$ cat src/rtl/mepg_pkg.sv
package mepg_pkg;

    localparam int COORD_BITS = 12;
    localparam int AXIS_BITS  = 8;
    localparam int OUT_BITS   = COORD_BITS + 1;
    localparam int DELTA_BITS = 26;
    localparam int DEC_BITS   = 48;
    localparam int ACC_W      = DEC_BITS + 4;
    localparam int SQ_W       = 2 * AXIS_BITS;
    localparam int MUL_W      = 2 * AXIS_BITS + 2;
    localparam int PROD_W     = 2 * MUL_W;
    localparam int CFG_IDX_W  = 1;

    localparam logic [AXIS_BITS-1:0] SEMI_AXIS_X_RESET = AXIS_BITS'(72);
    localparam logic [AXIS_BITS-1:0] SEMI_AXIS_Y_RESET = AXIS_BITS'(36);

    localparam logic [CFG_IDX_W-1:0] REG_SEMI_AXIS_X = 1'b0;
    localparam logic [CFG_IDX_W-1:0] REG_SEMI_AXIS_Y = 1'b1;

    localparam logic ITEM_START = 1'b0;

    typedef enum logic [4:0] {
        DP_NOP,
        DP_LOAD,
        DP_SQ_A,
        DP_SQ_B,
        DP_MUL_AB,
        DP_START_ACC,
        DP_DIV,
        DP_TX2,
        DP_TXB,
        DP_YM2,
        DP_YMA,
        DP_ACC_A,
        DP_ACC_B,
        DP_STEP1,
        DP_STEP2,
        DP_EMIT,
        DP_EMIT_NULL
    } dp_op_t;

    typedef enum logic [4:0] {
        ST_IDLE,
        ST_SQ_A,
        ST_SQ_B,
        ST_MUL_AB,
        ST_START_ACC,
        ST_DIV_S,
        ST_TX2,
        ST_TXB,
        ST_YM2,
        ST_YMA,
        ST_ACC_A,
        ST_ACC_B,
        ST_DIV_R,
        ST_STEP1,
        ST_STEP2,
        ST_EMIT,
        ST_EMIT_NULL
    } ctrl_state_t;

    typedef struct packed {
        dp_op_t op;
    } dp_cmd_t;

    typedef struct packed {
        logic is_start;
        logic active;
        logic region_two;
        logic dx_lt_dy;
        logic out_free;
    } dp_status_t;

endpackage

$ cat src/rtl/mepg_ctrl.sv
module mepg_ctrl
    import mepg_pkg::*;
(
    input  logic       clk,
    input  logic       rst_n,
    input  logic       req_valid,
    output logic       req_stall,
    input  dp_status_t status,
    output dp_cmd_t    cmd
);

    ctrl_state_t state_reg;
    ctrl_state_t state_next;

    always_ff @(posedge clk or negedge rst_n)
    begin
        if (!rst_n)
        begin
            state_reg <= ST_IDLE;
        end
        else
        begin
            state_reg <= state_next;
        end
    end

    always_comb
    begin
        state_next = state_reg;
        cmd.op     = DP_NOP;
        req_stall  = (state_reg != ST_IDLE);
        case (state_reg)
            ST_IDLE:
            begin
                if (req_valid)
                begin
                    cmd.op     = DP_LOAD;
                    state_next = ST_SQ_A;
                end
            end
            ST_SQ_A:
            begin
                cmd.op     = DP_SQ_A;
                state_next = ST_SQ_B;
            end
            ST_SQ_B:
            begin
                cmd.op = DP_SQ_B;
                if (status.is_start)
                begin
                    state_next = ST_MUL_AB;
                end
                else if (!status.active)
                begin
                    state_next = ST_EMIT_NULL;
                end
                else if (status.region_two)
                begin
                    state_next = ST_STEP2;
                end
                else if (status.dx_lt_dy)
                begin
                    state_next = ST_STEP1;
                end
                else
                begin
                    state_next = ST_TX2;
                end
            end
            ST_MUL_AB:
            begin
                cmd.op     = DP_MUL_AB;
                state_next = ST_START_ACC;
            end
            ST_START_ACC:
            begin
                cmd.op     = DP_START_ACC;
                state_next = ST_DIV_S;
            end
            ST_DIV_S:
            begin
                cmd.op     = DP_DIV;
                state_next = ST_EMIT;
            end
            ST_TX2:
            begin
                cmd.op     = DP_TX2;
                state_next = ST_TXB;
            end
            ST_TXB:
            begin
                cmd.op     = DP_TXB;
                state_next = ST_YM2;
            end
            ST_YM2:
            begin
                cmd.op     = DP_YM2;
                state_next = ST_YMA;
            end
            ST_YMA:
            begin
                cmd.op     = DP_YMA;
                state_next = ST_ACC_A;
            end
            ST_ACC_A:
            begin
                cmd.op     = DP_ACC_A;
                state_next = ST_ACC_B;
            end
            ST_ACC_B:
            begin
                cmd.op     = DP_ACC_B;
                state_next = ST_DIV_R;
            end
            ST_DIV_R:
            begin
                cmd.op     = DP_DIV;
                state_next = ST_STEP2;
            end
            ST_STEP1:
            begin
                cmd.op     = DP_STEP1;
                state_next = ST_EMIT;
            end
            ST_STEP2:
            begin
                cmd.op     = DP_STEP2;
                state_next = ST_EMIT;
            end
            ST_EMIT:
            begin
                if (status.out_free)
                begin
                    cmd.op     = DP_EMIT;
                    state_next = ST_IDLE;
                end
            end
            ST_EMIT_NULL:
            begin
                if (status.out_free)
                begin
                    cmd.op     = DP_EMIT_NULL;
                    state_next = ST_IDLE;
                end
            end
            default:
            begin
                state_next = ST_IDLE;
            end
        endcase
    end

endmodule

$ cat src/rtl/mepg_datapath.sv
module mepg_datapath
    import mepg_pkg::*;
(
    input  logic                        clk,
    input  logic                        rst_n,
    input  dp_cmd_t                     cmd,
    output dp_status_t                  status,
    input  logic                        cfg_we,
    input  logic [CFG_IDX_W-1:0]        cfg_index,
    input  logic [AXIS_BITS-1:0]        cfg_data,
    input  logic                        op,
    input  logic signed [COORD_BITS-1:0] center_x,
    input  logic signed [COORD_BITS-1:0] center_y,
    output logic                        res_valid,
    input  logic                        res_stall,
    output logic                        point_valid,
    output logic signed [OUT_BITS-1:0]  right_x,
    output logic signed [OUT_BITS-1:0]  left_x,
    output logic signed [OUT_BITS-1:0]  upper_y,
    output logic signed [OUT_BITS-1:0]  lower_y,
    output logic                        last_point
);

    logic [AXIS_BITS-1:0]  semi_x_reg;
    logic [AXIS_BITS-1:0]  semi_y_reg;
    logic                  active_reg;
    logic                  region_two_reg;
    logic                  res_valid_reg;

    logic                  op_reg;
    logic [COORD_BITS-1:0] cx_in_reg;
    logic [COORD_BITS-1:0] cy_in_reg;
    logic [COORD_BITS-1:0] cx_reg;
    logic [COORD_BITS-1:0] cy_reg;
    logic [AXIS_BITS-1:0]  ox_reg;
    logic [AXIS_BITS-1:0]  oy_reg;
    logic [DELTA_BITS-1:0] sdx_reg;
    logic [DELTA_BITS-1:0] sdy_reg;
    logic [DEC_BITS-1:0]   dec_reg;
    logic [SQ_W-1:0]       a2_reg;
    logic [SQ_W-1:0]       b2_reg;
    logic [PROD_W-1:0]     prod_reg;
    logic [ACC_W-1:0]      acc_reg;

    logic                  pv_reg;
    logic                  last_reg;
    logic [OUT_BITS-1:0]   rx_reg;
    logic [OUT_BITS-1:0]   lx_reg;
    logic [OUT_BITS-1:0]   uy_reg;
    logic [OUT_BITS-1:0]   ly_reg;

    logic [MUL_W-1:0]      mul_a;
    logic [MUL_W-1:0]      mul_b;
    logic [PROD_W-1:0]     mul_res;

    logic [AXIS_BITS:0]    tx;
    logic [AXIS_BITS-1:0]  ym;
    logic [ACC_W-1:0]      prod_ext;
    logic [ACC_W-1:0]      a2_acc;
    logic [ACC_W-1:0]      b2_acc;
    logic [ACC_W-1:0]      start_q;
    logic [ACC_W-1:0]      div_adj;

    logic [DELTA_BITS-1:0] two_a2;
    logic [DELTA_BITS-1:0] two_b2;
    logic [DELTA_BITS-1:0] sdx_inc;
    logic [DELTA_BITS-1:0] sdy_dec;
    logic [DEC_BITS-1:0]   a2_dec;
    logic [DEC_BITS-1:0]   b2_dec;
    logic [DEC_BITS-1:0]   sdx_inc_dec;
    logic [DEC_BITS-1:0]   sdy_dec_dec;
    logic                  dec_neg;
    logic                  dec_pos;

    logic signed [OUT_BITS-1:0] cx_ext;
    logic signed [OUT_BITS-1:0] cy_ext;
    logic signed [OUT_BITS-1:0] ox_ext;
    logic signed [OUT_BITS-1:0] oy_ext;

    logic                  out_free;

    assign out_free = !res_valid_reg || !res_stall;

    assign status.is_start   = (op_reg == ITEM_START);
    assign status.active     = active_reg;
    assign status.region_two = region_two_reg;
    assign status.dx_lt_dy   = (sdx_reg < sdy_reg);
    assign status.out_free   = out_free;

    // shared multiplier operand select
    assign tx = {ox_reg, 1'b1};
    assign ym = oy_reg - AXIS_BITS'(1);

    always_comb
    begin
        mul_a = '0;
        mul_b = '0;
        case (cmd.op)
            DP_SQ_A:
            begin
                mul_a = MUL_W'(semi_x_reg);
                mul_b = MUL_W'(semi_x_reg);
            end
            DP_SQ_B:
            begin
                mul_a = MUL_W'(semi_y_reg);
                mul_b = MUL_W'(semi_y_reg);
            end
            DP_MUL_AB:
            begin
                mul_a = MUL_W'(a2_reg);
                mul_b = MUL_W'(semi_y_reg);
            end
            DP_TX2:
            begin
                mul_a = MUL_W'(tx);
                mul_b = MUL_W'(tx);
            end
            DP_TXB:
            begin
                mul_a = prod_reg[MUL_W-1:0];
                mul_b = MUL_W'(b2_reg);
            end
            DP_YM2:
            begin
                mul_a = MUL_W'(ym);
                mul_b = MUL_W'(ym);
            end
            DP_YMA:
            begin
                mul_a = prod_reg[MUL_W-1:0];
                mul_b = MUL_W'(a2_reg);
            end
            DP_ACC_A:
            begin
                mul_a = MUL_W'(a2_reg);
                mul_b = MUL_W'(b2_reg);
            end
            default:
            begin
                mul_a = '0;
                mul_b = '0;
            end
        endcase
    end

    assign mul_res = mul_a * mul_b;

    // accumulator terms, quarter units
    assign prod_ext = ACC_W'(prod_reg);
    assign a2_acc   = ACC_W'(a2_reg);
    assign b2_acc   = ACC_W'(b2_reg);
    assign start_q  = (b2_acc << 2) - (prod_ext << 2) + a2_acc + ACC_W'(2);
    assign div_adj  = acc_reg + (acc_reg[ACC_W-1] ? ACC_W'(3) : ACC_W'(0));

    // step increments
    assign two_a2      = DELTA_BITS'({a2_reg, 1'b0});
    assign two_b2      = DELTA_BITS'({b2_reg, 1'b0});
    assign sdx_inc     = sdx_reg + two_b2;
    assign sdy_dec     = sdy_reg - two_a2;
    assign a2_dec      = DEC_BITS'(a2_reg);
    assign b2_dec      = DEC_BITS'(b2_reg);
    assign sdx_inc_dec = DEC_BITS'(sdx_inc);
    assign sdy_dec_dec = DEC_BITS'(sdy_dec);
    assign dec_neg     = dec_reg[DEC_BITS-1];
    assign dec_pos     = !dec_reg[DEC_BITS-1] && (|dec_reg);

    // point set
    assign cx_ext = OUT_BITS'(signed'(cx_reg));
    assign cy_ext = OUT_BITS'(signed'(cy_reg));
    assign ox_ext = signed'(OUT_BITS'(ox_reg));
    assign oy_ext = signed'(OUT_BITS'(oy_reg));

    always_ff @(posedge clk or negedge rst_n)
    begin
        if (!rst_n)
        begin
            semi_x_reg     <= SEMI_AXIS_X_RESET;
            semi_y_reg     <= SEMI_AXIS_Y_RESET;
            active_reg     <= 1'b0;
            region_two_reg <= 1'b0;
            res_valid_reg  <= 1'b0;
        end
        else
        begin
            if (cfg_we)
            begin
                case (cfg_index)
                    REG_SEMI_AXIS_X: semi_x_reg <= cfg_data;
                    REG_SEMI_AXIS_Y: semi_y_reg <= cfg_data;
                    default:
                    begin
                    end
                endcase
            end
            case (cmd.op)
                DP_START_ACC:
                begin
                    active_reg     <= 1'b1;
                    region_two_reg <= 1'b0;
                end
                DP_ACC_B:
                begin
                    region_two_reg <= 1'b1;
                end
                DP_EMIT:
                begin
                    if (oy_reg == '0)
                    begin
                        active_reg <= 1'b0;
                    end
                end
                default:
                begin
                end
            endcase
            if (cmd.op == DP_EMIT || cmd.op == DP_EMIT_NULL)
            begin
                res_valid_reg <= 1'b1;
            end
            else if (!res_stall)
            begin
                res_valid_reg <= 1'b0;
            end
        end
    end

    always_ff @(posedge clk)
    begin
        case (cmd.op)
            DP_LOAD:
            begin
                op_reg    <= op;
                cx_in_reg <= center_x;
                cy_in_reg <= center_y;
            end
            DP_SQ_A:
            begin
                a2_reg <= mul_res[SQ_W-1:0];
            end
            DP_SQ_B:
            begin
                b2_reg <= mul_res[SQ_W-1:0];
            end
            DP_MUL_AB, DP_TX2, DP_TXB:
            begin
                prod_reg <= mul_res;
            end
            DP_START_ACC:
            begin
                cx_reg  <= cx_in_reg;
                cy_reg  <= cy_in_reg;
                ox_reg  <= '0;
                oy_reg  <= semi_y_reg;
                sdx_reg <= '0;
                sdy_reg <= DELTA_BITS'({prod_reg, 1'b0});
                acc_reg <= start_q;
            end
            DP_DIV:
            begin
                dec_reg <= div_adj[DEC_BITS+1:2];
            end
            DP_YM2:
            begin
                acc_reg  <= prod_ext;
                prod_reg <= mul_res;
            end
            DP_YMA:
            begin
                prod_reg <= mul_res;
            end
            DP_ACC_A:
            begin
                acc_reg  <= acc_reg + (prod_ext << 2);
                prod_reg <= mul_res;
            end
            DP_ACC_B:
            begin
                acc_reg <= acc_reg - (prod_ext << 2) + ACC_W'(2);
            end
            DP_STEP1:
            begin
                ox_reg  <= ox_reg + AXIS_BITS'(1);
                sdx_reg <= sdx_inc;
                if (dec_neg)
                begin
                    dec_reg <= dec_reg + b2_dec + sdx_inc_dec;
                end
                else
                begin
                    oy_reg  <= oy_reg - AXIS_BITS'(1);
                    sdy_reg <= sdy_dec;
                    dec_reg <= dec_reg + b2_dec + sdx_inc_dec - sdy_dec_dec;
                end
            end
            DP_STEP2:
            begin
                oy_reg  <= oy_reg - AXIS_BITS'(1);
                sdy_reg <= sdy_dec;
                if (dec_pos)
                begin
                    dec_reg <= dec_reg + a2_dec - sdy_dec_dec;
                end
                else
                begin
                    ox_reg  <= ox_reg + AXIS_BITS'(1);
                    sdx_reg <= sdx_inc;
                    dec_reg <= dec_reg + a2_dec - sdy_dec_dec + sdx_inc_dec;
                end
            end
            DP_EMIT:
            begin
                pv_reg   <= 1'b1;
                rx_reg   <= cx_ext + ox_ext;
                lx_reg   <= cx_ext - ox_ext;
                uy_reg   <= cy_ext + oy_ext;
                ly_reg   <= cy_ext - oy_ext;
                last_reg <= (oy_reg == '0);
            end
            DP_EMIT_NULL:
            begin
                pv_reg   <= 1'b0;
                rx_reg   <= '0;
                lx_reg   <= '0;
                uy_reg   <= '0;
                ly_reg   <= '0;
                last_reg <= 1'b0;
            end
            default:
            begin
            end
        endcase
    end

    assign res_valid   = res_valid_reg;
    assign point_valid = pv_reg;
    assign right_x     = signed'(rx_reg);
    assign left_x      = signed'(lx_reg);
    assign upper_y     = signed'(uy_reg);
    assign lower_y     = signed'(ly_reg);
    assign last_point  = last_reg;

endmodule

$ cat src/rtl/midpoint_ellipse_point_generator.sv
// channel   handshake               payload
// request   req_valid / req_stall   op, center_x, center_y
// result    res_valid / res_stall   point_valid, right_x, left_x, upper_y, lower_y, last_point
// config    cfg_we                  cfg_index, cfg_data
//
// one request at a time; req_stall holds from when a request is taken until its result is
// emitted. A start, a step in either region, the region change step (the longest) and a step
// while idle each run their own sequence of controller states around the shared multiplier.
// rst_n clears the controller, the active, region and result valid flags and loads the semi-axes
// a result waits in its register under res_stall; the next request is taken meanwhile
module midpoint_ellipse_point_generator
    import mepg_pkg::*;
(
    input  logic                         clk,
    input  logic                         rst_n,
    input  logic                         cfg_we,
    input  logic [CFG_IDX_W-1:0]         cfg_index,
    input  logic [AXIS_BITS-1:0]         cfg_data,
    input  logic                         req_valid,
    output logic                         req_stall,
    input  logic                         op,
    input  logic signed [COORD_BITS-1:0] center_x,
    input  logic signed [COORD_BITS-1:0] center_y,
    output logic                         res_valid,
    input  logic                         res_stall,
    output logic                         point_valid,
    output logic signed [OUT_BITS-1:0]   right_x,
    output logic signed [OUT_BITS-1:0]   left_x,
    output logic signed [OUT_BITS-1:0]   upper_y,
    output logic signed [OUT_BITS-1:0]   lower_y,
    output logic                         last_point
);

    dp_cmd_t    cmd;
    dp_status_t status;

    mepg_ctrl u_ctrl (
        .clk       (clk),
        .rst_n     (rst_n),
        .req_valid (req_valid),
        .req_stall (req_stall),
        .status    (status),
        .cmd       (cmd)
    );

    mepg_datapath u_datapath (
        .clk         (clk),
        .rst_n       (rst_n),
        .cmd         (cmd),
        .status      (status),
        .cfg_we      (cfg_we),
        .cfg_index   (cfg_index),
        .cfg_data    (cfg_data),
        .op          (op),
        .center_x    (center_x),
        .center_y    (center_y),
        .res_valid   (res_valid),
        .res_stall   (res_stall),
        .point_valid (point_valid),
        .right_x     (right_x),
        .left_x      (left_x),
        .upper_y     (upper_y),
        .lower_y     (lower_y),
        .last_point  (last_point)
    );

endmodule

$ cat config.mk
export PLATFORM = sky130hd
export DESIGN_NAME = midpoint_ellipse_point_generator
export DESIGN_NICKNAME = d
export VERILOG_FILES = /design/src/rtl/mepg_pkg.sv /design/src/rtl/mepg_ctrl.sv /design/src/rtl/mepg_datapath.sv /design/src/rtl/midpoint_ellipse_point_generator.sv
export SDC_FILE = /design/constraint.sdc
export NUM_CORES = 2
export LEC_CHECK = 0
export ABC_AREA = 1
export BUFFER_PORTS_ARGS = -buffer_cell sky130_fd_sc_hd__buf_2
export CAP_MARGIN = 10
export CORE_MARGIN = 1
export CORE_UTILIZATION = 23
export CTS_CLUSTER_DIAMETER = 100
export DETAILED_ROUTE_END_ITERATION = 16
export PLACE_DENSITY = 0.47
export RECOVER_POWER = 50
export SLEW_MARGIN = 15
export SYNTH_ARGS = -nofsm -noshare
export SYNTH_HDL_FRONTEND = slang
export SYNTH_HIERARCHICAL = 1
export SYNTH_SLANG_ARGS = --single-unit
$ cat constraint.sdc
create_clock -name clk -period 21.8 [get_ports clk]
set_input_delay 5.45 -clock clk [delete_from_list [all_inputs] [get_ports clk]]
set_output_delay 5.45 -clock clk [all_outputs]
set_load 0.02 [all_outputs]
* Word level (Yosys, flattened, before mapping) *
Cells that the tools add are included.

word-level totals
  latch bits = 0
  RAM bits = 0
  flip-flop bits (word level) = 363
  output and inout bits = 56
  memory bits (read-only) = 0
  memories kept = 0

operators by class
  $lt $le $gt $ge = 1
  eq/ne operators = 38
  mux-type cells = 37
  add/subtract/negate cells = 21
  reductions and logical operators = 30
  bitwise gates (word level) = 1
  div/mod/pow operators = 0
  shift-type cells = 0
  $mul = 1

operator list
  operator               count
  $pmux 52 s4            1
  $pmux 26 s3            2
  $pmux 48 s3            1
  $pmux 18 s6            1
  $add 52x2->52 const B  2
  $pmux 13 s2            4
  $add 48x16->48         2
  $add 48x26->48         2
  $mux 48                2
  $pmux 16 s6            1
  $sub 48x26->48         2
  $eq 5x4->1 const B     16
  $pmux 5 s16            1
  $pmux 5 s14            1
  $add 52x16->52         1
  $add 52x38->52         1
  $mux 26                2
  $sub 52x38->52         1
  $add 50x50->50         1
  $pmux 8 s3             2
  $reduce_or 48->1       1
  $eq 5x3->1 const B     8
  $sub 18x38->39         1
  $mul 18x16->34         1
  32 further kinds       72

* Logic depth before layout (Yosys ltp) *
  depth in word-level cells = 8
  depth in mapped cells = 42
  gate-level depth less buffers = 42

* Cells and area by module *
Netlist, hierarchy kept.

by module, submodules not included
  module         area each (um^2)  times used  sequential area each (um^2)  cells each
  mepg_datapath  49886.6           1           10540.1                      7171
  mepg_ctrl      643.1             1           125.1                        113

* Worst setup path after synthesis *
No wires, ideal clock.

  path kind = input -> register
  from = input res_stall
  to = register u_datapath.prod_reg[30] (data pin)
  path buffers = 2
  library setup time = 0.258 ns
  setup slack = 8.692 ns
  arrival = 12.850 ns
  stages on the path = 35
  cell sequence = nand2_1 buf_4 nand3_1 nand2_1 inv_1 nand4_1 nor2_1 inv_1 nor2_1 nor2_1 nor2_1 nor4_1 inv_1 clkbuf_1 nand2_1 fa_1 fa_1 fa_1 inv_1 fa_1 fa_1 inv_1 fa_1 inv_1 ha_1 nand2_1 nor2_1 nand4_1 o211ai_1 nand2_1 o211ai_1 a21oi_1 o21ai_0 a31oi_1 xnor2_1

RTL lines
  item                  line                                    source
  from (decl)           midpoint_ellipse_point_generator.sv:25  input logic res_stall,
  to (signal assigned)  mepg_datapath.sv:247                    prod_reg <= mul_res;
  to (signal assigned)  mepg_datapath.sv:266                    prod_reg <= mul_res;
  to (signal assigned)  mepg_datapath.sv:270                    prod_reg <= mul_res;
  to (decl)             mepg_datapath.sv:42                     logic [PROD_W-1:0] prod_reg;

==> run metrics <==
outcome=complete, but fails checks; failing checks=capacitance limit, slew limit; # resized after CTS=0; area leader, netlist=edfxtp_1; drt total wl=212200 µm; Async SR Flop Fraction=6.685%; Die Ht=470.7 µm; Primary FF master, synth=edfxtp_1; Port Buffers=94; final setup skew=0.03030 ns; FF+latch area=10670 µm²; synthesized flop and latch total=359; gr busiest metal=met2; Post-synth EDFFs=335; DRC Markers=0; Routed wire per std cell=20.63 µm; Fin. Hold Viols=0; syn nets=8130; # hold bufs at CTS=0; clock latency at the later pin of the worst-skew pair=0.67 ns; Multi-input gate area=34550 µm²; most used cell, CP=inv_1; # diodes=0; M1 GR Usage=26.03%; Die W=470.7 µm; Antenna Nets Post-Route=0; Pre-antenna DRT Iters=6; worst slew pin tran=3.946 ns; Cell variety after synth=69; TritonCTS clock tree=built; final period utilization=65.18%; Fin Hold WS=0.4175 ns; Util after Layout=25.80%; yosys warns=6; CP max stage cell=nor2_1; Max Cap Viol=11; layout cells sized above 1=3.754%; max reg flops=52; # IOs=95; Overflow after GRT=0; first-pass GRT wire length=310800 µm; Core Region=217800 µm²; Vias per Instance=4.824; CP max stage delay=1.27 ns; Die Footprint=221600 µm²; DR vias=49620; met2 usage=30.28%; Avg Inst Size Synth=6.937 µm²; GP Congestion=0.9840; sequential fraction of the synthesis area=21.11%; HP Class=reg -> reg; CP arrival=14.60 ns; Crit Path Category=in -> reg; Post-Syn Area=50530 µm²; met3 usage in global routing=1.864%; initial antenna violation count=3; Final #Nets=8241; fillers=24413; Synth Instances=7284; FMAX=70.38 MHz; pin count of the biggest net entering global routing=68; clk root buf=clkbuf_16; clk sink count=359; Rows=171; Post-DP HPWL=179700 µm; Total GRT Usage=18.65%; RSZ-0062 raised after global routing=false; H-tree Lvls=2; clock buffer depth=3; Clk pin slew, worst setup/hold paths=0.06 ns; Starting Density=23.20%; area share of the largest cell type after synthesis=19.91%; # setup viols final=0; P&R area growth vs syn=11.22%; Worst Setup Start Kind=input port; setup TNS=0 ns; Synth area leaders=edfxtp_1 20%, ha_1 13%, nand2_1 12%; required time worst endpoint=22.19 ns; worst-path fanout max=20; min Tclk post-route=14.21 ns; Worst Setup End Kind=flop; CTS buffer count=49; fin. max-slew vios=346; relative slew slack=-163.1%; vias in the first global route=48978; Post-CTS Setup Inserts=0; Initial DRC Count=4293
## layout by cell type (no fill, tap or decap), types with 45 or more instances in the layout
cell type and instances:
buf_4 45, inv_1 1318, a31oi_1 47, nor3_1 88
xor2_1 156, ha_1 542, edfxtp_1 335, xnor2_1 67
fa_1 265, clkbuf_16 49, nand2_1 1655, clkbuf_1 77
nand4_1 86, nor2_1 853, o21ai_0 425, nand3_1 362
a21oi_1 534
## area by class of cell
| class | instances | area share [%] |
|---|---|---|
| Inverter | 1334 | 8.910 |
| Timing Repair Buffer | 152 | 1.394 |
| Clock inverter | 34 | 0.6546 |
| Multi-Input combinational cell | 5499 | 61.47 |
| Tap cell | 2854 | 6.354 |
| Sequential cell | 359 | 18.98 |
| Clock buffer | 55 | 2.240 |
## stage by stage
step                      cells  area (µm²)  worst slack, ns
after floorplan            7284       50530            8.692
after global placement    10198       54710            7.236
after detailed placement  10198       54710            7.094
after CTS                 10287       56330            7.764
after global routing      10287       56200            6.945
final                     10287       56200            7.591
## metal layers
metal	routed length, µm	part of all wire, %	vias up
met5	7	0.0033	-
met4	6172	2.9	2
met3	12900	6.1	248
met2	95050	45	1665
met1	98080	46	23797
li1	-	-	23908
## cells by family (layout without fill, tap and decap cells)
group           count (synthesis)  count (layout)  share of synthesized area, %
simple gates                 3216            3216                         26.59
compound gates               1251            1251                         13.78
xor+xnor                      225             225                         3.930
flops                         359             359                         21.11
buf+inv                      1426            1575                         10.67
fa+ha+maj                     807             807                         23.92
## final timing paths
kind	from	end	slack, ns	cells after the start
worst max-delay path	res_stall	u_datapath/prod_reg[30]	7.59	38
worst min-delay path	u_datapath/cx_in_reg[11]	u_datapath/cx_reg[11]	0.42	0
worst max register to register	u_ctrl/state_reg[0]	u_datapath/prod_reg[30]	11.65	38
worst min register to register	u_datapath/cx_in_reg[11]	u_datapath/cx_reg[11]	0.42	0
max in group asynchronous	rst_n	u_datapath/semi_y_reg[7]	15.78	1
min in group asynchronous	rst_n	u_ctrl/state_reg[3]	5.14	1
## synth_stat cells, types with 30 or more instances
cell	number
nor2_1	861
clkbuf_1	77
nand4_1	86
a21oi_1	534
ha_1	542
xnor2_1	67
nand2_1	1654
xor2_1	156
nor3_1	90
or2_2	43
a31oi_1	47
a21o_1	30
fa_1	265
o21bai_1	30
o21ai_0	426
inv_1	1318
nand3_1	363
edfxtp_1	335
## worst max-delay path: cells and delay by family
family / cells / cell delay, ns
fa+ha+maj: 7 / 3.15
simple gates: 13 / 3.12
compound gates: 7 / 1.39
buf+inv: 10 / 1.30
xor+xnor: 1 / 0.16
Power is not shown: default switching activity piles up to over one toggle a cycle in this logic, so the estimate is an artifact.
